<file path="src/rtl/box_average_downscaler_assert.svh">
// Assertion macros for the downscaler RTL.
`ifndef BOX_AVERAGE_DOWNSCALER_ASSERT_SVH
`define BOX_AVERAGE_DOWNSCALER_ASSERT_SVH

// Same-cycle implication, clocked on i_clk, off during reset.
`define BXD_ASSERT_IMM(lbl, ante, cons) \
    lbl: assert property (@(posedge i_clk) disable iff (!i_rst_n) (ante) |-> (cons)) \
        else $error("box_average_downscaler: check failed");

// Next-cycle implication, clocked on i_clk, off during reset.
`define BXD_ASSERT_NXT(lbl, ante, cons) \
    lbl: assert property (@(posedge i_clk) disable iff (!i_rst_n) (ante) |=> (cons)) \
        else $error("box_average_downscaler: check failed");

`endif

</file>
<file path="src/rtl/bxd_pkg.sv">
// Shared constants and types of the box-average downscaler.
package bxd_pkg;

    localparam int MAX_WIDTH    = 4096;
    localparam int MAX_FACTOR   = 16;
    localparam int HEIGHT_LIMIT = 16384;

    localparam int PIX_W   = 8;
    localparam int COL_W   = $clog2(MAX_WIDTH);           // output column index
    localparam int WID_W   = 13;                          // frame_width register
    localparam int HGT_W   = 15;                          // frame_height register
    localparam int FAC_W   = 5;                           // reduce_factor register
    localparam int ROW_W   = $clog2(HEIGHT_LIMIT);        // input row index
    localparam int PHASE_W = $clog2(MAX_FACTOR);
    localparam int RUN_W   = PHASE_W + PIX_W;             // sum across one block row
    localparam int SUM_W   = 2 * PHASE_W + PIX_W;         // sum of one whole block
    localparam int AREA_W  = 2 * PHASE_W + 1;             // f*f up to MAX_FACTOR**2
    localparam int QSTEP_W = $clog2(PIX_W);

    localparam int CFG_IDX_W = 2;
    localparam int CFG_DAT_W = HGT_W;

    localparam logic [CFG_IDX_W-1:0] REG_FACTOR = 2'd0;
    localparam logic [CFG_IDX_W-1:0] REG_WIDTH  = 2'd1;
    localparam logic [CFG_IDX_W-1:0] REG_HEIGHT = 2'd2;

    localparam logic [FAC_W-1:0] FACTOR_RESET = 5'd2;
    localparam logic [WID_W-1:0] WIDTH_RESET  = 13'd1024;
    localparam logic [HGT_W-1:0] HEIGHT_RESET = 15'd1024;

    typedef struct packed {
        logic              start;
        logic              ack;
        logic [SUM_W-1:0]  dividend;
        logic [AREA_W-1:0] divisor;
    } t_div_req;

    typedef struct packed {
        logic             busy;
        logic             valid;
        logic [PIX_W-1:0] quot;
    } t_div_rsp;

endpackage

</file>
<file path="src/rtl/bxd_div.sv">
// Restoring divider, one quotient bit per cycle, result held until acknowledged.
module bxd_div import bxd_pkg::*; (
    input  logic     i_clk,
    input  logic     i_rst_n,
    input  t_div_req i_req,
    output t_div_rsp o_rsp
);

    logic               r_busy, n_busy;
    logic               r_valid, n_valid;
    logic [QSTEP_W-1:0] r_step, n_step;
    logic [SUM_W-1:0]   r_rem, n_rem;
    logic [SUM_W-1:0]   r_dsh, n_dsh;
    logic [PIX_W-1:0]   r_q, n_q;

    always_comb begin
        n_busy  = r_busy;
        n_valid = r_valid;
        n_step  = r_step;
        n_rem   = r_rem;
        n_dsh   = r_dsh;
        n_q     = r_q;
        if (i_req.ack) begin
            n_valid = 1'b0;
        end
        if (i_req.start) begin
            n_busy = 1'b1;
            n_step = QSTEP_W'(PIX_W - 1);
            n_rem  = i_req.dividend;
            // divisor aligned to the top quotient bit
            n_dsh  = SUM_W'({i_req.divisor, {(PIX_W-1){1'b0}}});
        end else if (r_busy) begin
            if (r_rem >= r_dsh) begin
                n_rem = r_rem - r_dsh;
                n_q   = {r_q[PIX_W-2:0], 1'b1};
            end else begin
                n_q   = {r_q[PIX_W-2:0], 1'b0};
            end
            n_dsh = r_dsh >> 1;
            n_step = r_step - 1'b1;
            if (r_step == '0) begin
                n_busy  = 1'b0;
                n_valid = 1'b1;
            end
        end
    end

    always_ff @(posedge i_clk) begin
        if (!i_rst_n) begin
            r_busy  <= 1'b0;
            r_valid <= 1'b0;
            r_step  <= '0;
        end else begin
            r_busy  <= n_busy;
            r_valid <= n_valid;
            r_step  <= n_step;
        end
        r_rem <= n_rem;
        r_dsh <= n_dsh;
        r_q   <= n_q;
    end

    assign o_rsp.busy  = r_busy | r_valid;
    assign o_rsp.valid = r_valid;
    assign o_rsp.quot  = r_q;

endmodule

</file>
<file path="config.mk">
export PLATFORM = sky130hd
export DESIGN_NAME = bxd_div
export DESIGN_NICKNAME = d
export VERILOG_FILES = /design/src/rtl/box_average_downscaler_assert.svh /design/src/rtl/bxd_pkg.sv /design/src/rtl/bxd_div.sv
export SDC_FILE = /design/constraint.sdc
export NUM_CORES = 1
export LEC_CHECK = 0
export ABC_CLOCK_PERIOD_IN_PS = 6400
export BUFFER_PORTS_ARGS = -buffer_cell sky130_fd_sc_hd__buf_2
export CORE_ASPECT_RATIO = 2
export CORE_MARGIN = 2
export CORE_UTILIZATION = 62
export DETAILED_ROUTE_END_ITERATION = 6
export PLACE_DENSITY = 0.93
export SYNTH_ARGS = -nofsm -noshare
export SYNTH_HDL_FRONTEND = slang
export SYNTH_SLANG_ARGS = --single-unit
</file>
<file path="constraint.sdc">
create_clock -name i_clk -period 6.4 [get_ports i_clk]
set_clock_uncertainty 0.05 [all_clocks]
set_input_delay 0.96 -clock i_clk [delete_from_list [all_inputs] [get_ports i_clk]]
set_output_delay 0.96 -clock i_clk [all_outputs]
set_load 0.01 [all_outputs]
</file>
# [Yosys cells after proc, flatten, opt, wreduce, memory -nomap -nowiden]
# Cells that the tools add are included.
[op_classes] add_sub_neg=2 order_cmp=1 n_mux=15 n_bitwise=2 reduce_logical=5
[op_table] operator="two-way mux 16 bit" n=5
[op_table] operator="greater-or-equal comparator 16 bit" n=1
[op_table] operator="subtractor 16 bit" n=1
[op_table] operator="two-way mux 1 bit" n=8
[op_table] operator="two-way mux 3 bit" n=2
[op_table] operator="AND reduction 2 bit" n=2
[op_table] operator="nonzero test 2 bit" n=2
[op_table] operator="zero test 3 bit" n=1
[op_table] operator="subtractor 3 x 1 -> 3 bit, second input constant" n=1
[op_table] operator="inverter 1 bit" n=1
[op_table] operator="OR 1 bit" n=1
[totals] reg_bits=45 wordCells=32

# [Logic depth before layout (Yosys ltp)]
[logic_depth] ltp_word=4 ltp_mapped=9

# [Worst setup path after synthesis]
# Ideal clock, no wire load.
[synth_path] path_type="register to register" start="reg r_rem[0]" end="reg r_rem[0], enable pin" setup_time_ns=0.281 t_arrival_ns=2.010 path_slack_ns=4.059 path_stages_with_launch=10 period_less_slack_ns=2.341 path_cell_list="edfxtp_1 -> inv_1 -> ha_1 -> inv_1 -> fa_1 -> a211oi_1 -> o22ai_1 -> a31oi_1 -> o21ai_0 -> a31o_2"
[synth_via] elab_chain_len=3
[synth_rtl] element="start, declared" line_no="bxd_div.sv:12" text="logic [SUM_W-1:0] r_rem, n_rem;"
[synth_rtl] element="start signal, assigned" line_no="bxd_div.sv:58" text="r_rem <= n_rem;"
[synth_rtl] element="greater-or-equal comparator 16 bit" line_no="bxd_div.sv:33" text="if (r_rem >= r_dsh) begin"
[synth_rtl] element="nonzero test 2 bit (no source line)"
[synth_rtl] element="AND reduction 2 bit (no source line)"
# No other way between the ends.
# A chain may end at the register's enable or synchronous reset.

# [Worst setup path in the final report]
[layout_path] start="in i_req[26] in the netlist's numbering" end="reg r_rem[15], data pin"
[layout_via] elab_chain_len=1
[layout_rtl] element="start, declared" line_no="bxd_div.sv:5" text="input t_div_req i_req,"
[layout_rtl] element="two-way mux 16 bit" line_no="bxd_div.sv:26" text="if (i_req.start) begin"
[layout_rtl] element="via n_rem[15]" line_no="bxd_div.sv:12"
# The timed path passes the listed nets, and every way through them passes these cells.

==> results.toml <==
[power_and_ir_drop]
ir_worst_vdd_mv = 0.246
p_leak_nw = 1.21
net-switching-power_mw = 0.328
seqPwrFrac_pct = 42.3
clkPwrFrac_pct = 19.0
p_sw_share_pct = 36.5
powerDensity_nw_per_um2 = 296
power.internal_mw = 0.570
finalPower_mw = 0.898
power_frac_comb_pct = 38.7

[clock_network]
cts_tree = "done"
post_cts_buffers = 0
clockRootBuffer = "clkbuf_8"
holdBufCountCts = 0
cts.sinks = 45
cts_resized = 0
h-tree-depth = 2
clk_pin_slew_ns = 0.08
insertion_delay_ns = 0.30
clockBufferDepth = 2
numCtsBuffers = 5

[critical_path]
end_kind = "flop"
r2r_start = "r_rem[0]"
start_kind = "input port"
r2r_cells = 9
worst-r2r-setup-slack_ns = 3.68
startpoint = "i_req[26]"
critPathRequiredTime_ns = 6.48
path_class = "input port to flop"
r2r-end = "r_rem[11]"
critPathArrivalTime_ns = 2.89
cp_max_fo = 51

[synthesis]
synthTopCellsByArea = "edfxtp_1 (35%), dfxtp_1 (8.5%), ha_1 (8.0%), nand2_1 (5.6%), o21ai_0 (4.8%)"
yosys_register_bits = 45
yosys_warnings = 0
syn_nets = 339
syn_area_um2 = 2820
syn_inst = 291
synth.top_cell.area_share_pct = 35.2
yosysTopAreaCell = "edfxtp_1"
synth_edf_count = 33
synth-seq-area-share_pct = 43.7
yosysUniqueCellTypes = 54
synth-main-ff-cell = "edfxtp_1"
ys_async_sr_fraction_pct = 0
avgSynthCellArea_um2 = 9.68

[grt]
track_usage_pct = 27.7
antenna_found_initial = 0
grt_overflow = 0
grt_pass1_wl_mm = 10.4
grt_start_max_net_pins = 52
grt_pass1_vias = 2307

[floorplan]
core_um2 = 4340
die_w_um = 51.7
ioPinCount = 39
rows = 34
die_y_um = 99.3
die_area_um2 = 5130
start_util_pct = 64.9

[timing]
fin_crit_ns = 2.80
slew_headroom_pct = 31.9
finalHoldViolCount = 0
timing.fmax_mhz = 357
drv_slew = 0
rsz0062_at_grt = "false"
tightestPinTransition_ns = 1.02
setup_viol = 0
tns_ns = 0
fin_crit_sh_pct = 43.8
holdWs_ns = 0.409

[hold_path]
worstHoldStart = "r_q[4]"
min_path_type = "flop to flop"
min_delay_path_depth = 0
min_to = "r_q[5]"

[cells_and_area]
antenna_cells = 0
layout_commonest_cell = "nand2_1"
layout_common_cells = "nand2_1 (42), buf_2 (38), edfxtp_1 (33)"
utilization_pct = 69.8
syn2layout_area_growth_pct = 7.46
layout-drive-gt1-share_pct = 18.6
final_net_count = 370
layout.cell_area.non_filler_um2 = 3030

[job]
max_cap_viol_count = 0

[routing]
antenna_left = 0
drc_errors = 0
drtPass1Iterations = 5
wirelength_mm = 6.52
route.vias.total = 2302
detail_route.wl_per_cell_um = 17.3
vias_per_cell = 6.11
drt_iter0_drc = 63

[placement]
gp_congestion = 0.976
place_area_um2 = 2950
port-buffer-count = 38
dp_hpwl_mm = 4.79

[outcome]
status = "finished, final reports clean"
through the flow:
step                      std cells  setup WS [ns]
after floorplan                 291           4.06
after global placement          369           3.44
after detailed placement        369           3.33
after CTS                       377           3.64
after global routing            377           3.37
final                           377           3.60
critical path, stage by stage:
cell	delay, ns
buf_2	0.59
clkinv_1	0.61
nand2_1	0.26
o22ai_1	0.09
a31o_2	0.22
nor3_1	0.15
sequential cells by signal (all words and copies together), names as in the netlist:
| register | cells |
|---|---|
| r_valid | 1 |
| r_rem | 16 |
| r_busy | 1 |
| r_step | 3 |
| r_q | 8 |
| r_dsh | 16 |
logic make-up after synthesis:
kind of cell             synth area share [%]
multiplexers                             2.89
flip-flops                               43.7
XOR/XNOR                                 2.18
adder cells (fa/ha/maj)                  8.70
AND/OR/NAND/NOR                          15.0
buffers and inverters                    7.81
AO/OA/AOI/OAI                            19.8
worst max-delay path by stage:
stage	to	slack [ns]	cells after the start
2_1_floorplan	r_rem[0]	4.06	9
3_3_place_gp	r_rem[15]	3.44	6
3_5_place_dp	r_rem[15]	3.33	6
4_1_cts	r_rem[15]	3.64	6
5_1_grt	r_rem[15]	3.37	6
6_report	r_rem[15]	3.60	6
layout make-up:
cell class,instances,area [um2]
inverter,24,90.1
timing repair buffer,38,190
sequential,45,1230
clock inverter,2,10.0
multi-input combinational,208,1370
fill,382,1310
tap,54,67.6
clock buffer,6,72.6
per-layer routing:
layer	global-route usage, %	share of wire (%)	vias up
met3	5.71	4.7	42
met2	48.2	53	99
met5	0	0	-
li1	-	-	1106
met1	26.4	34	1055
met4	22.9	7.8	0
power by group through the flow:
stage          clock, mW  combinational, mW  sequential, mW
6_report           0.171              0.347           0.380
5_1_grt            0.182              0.380           0.383
4_1_cts            0.173              0.338           0.379
3_5_place_dp           0              0.331           0.386
3_3_place_gp           0              0.320           0.384
2_1_floorplan          0              0.288           0.376
Yosys cell counts (2+ instances only):
master	n
buf_4	3
ha_1	18
nor2_1	17
o31ai_1	2
a31o_2	3
mux2i_1	7
clkbuf_1	7
inv_1	23
nand2_1	42
nand2b_1	3
a31oi_1	6
a21o_1	2
edfxtp_1	33
xor2_1	2
o211ai_1	2
and3_1	2
a21boi_0	4
a21oi_1	16
nand3_1	4
xnor2_1	5
o21a_1	5
a21o_2	2
a211oi_1	3
dfxtp_1	12
bufbuf_16	2
o22ai_1	2
or2_2	2
nor3_1	5
and2_1	3
o21ai_0	27
nor2b_1	4
No activity file was read; power rests on OpenSTA's default activity.
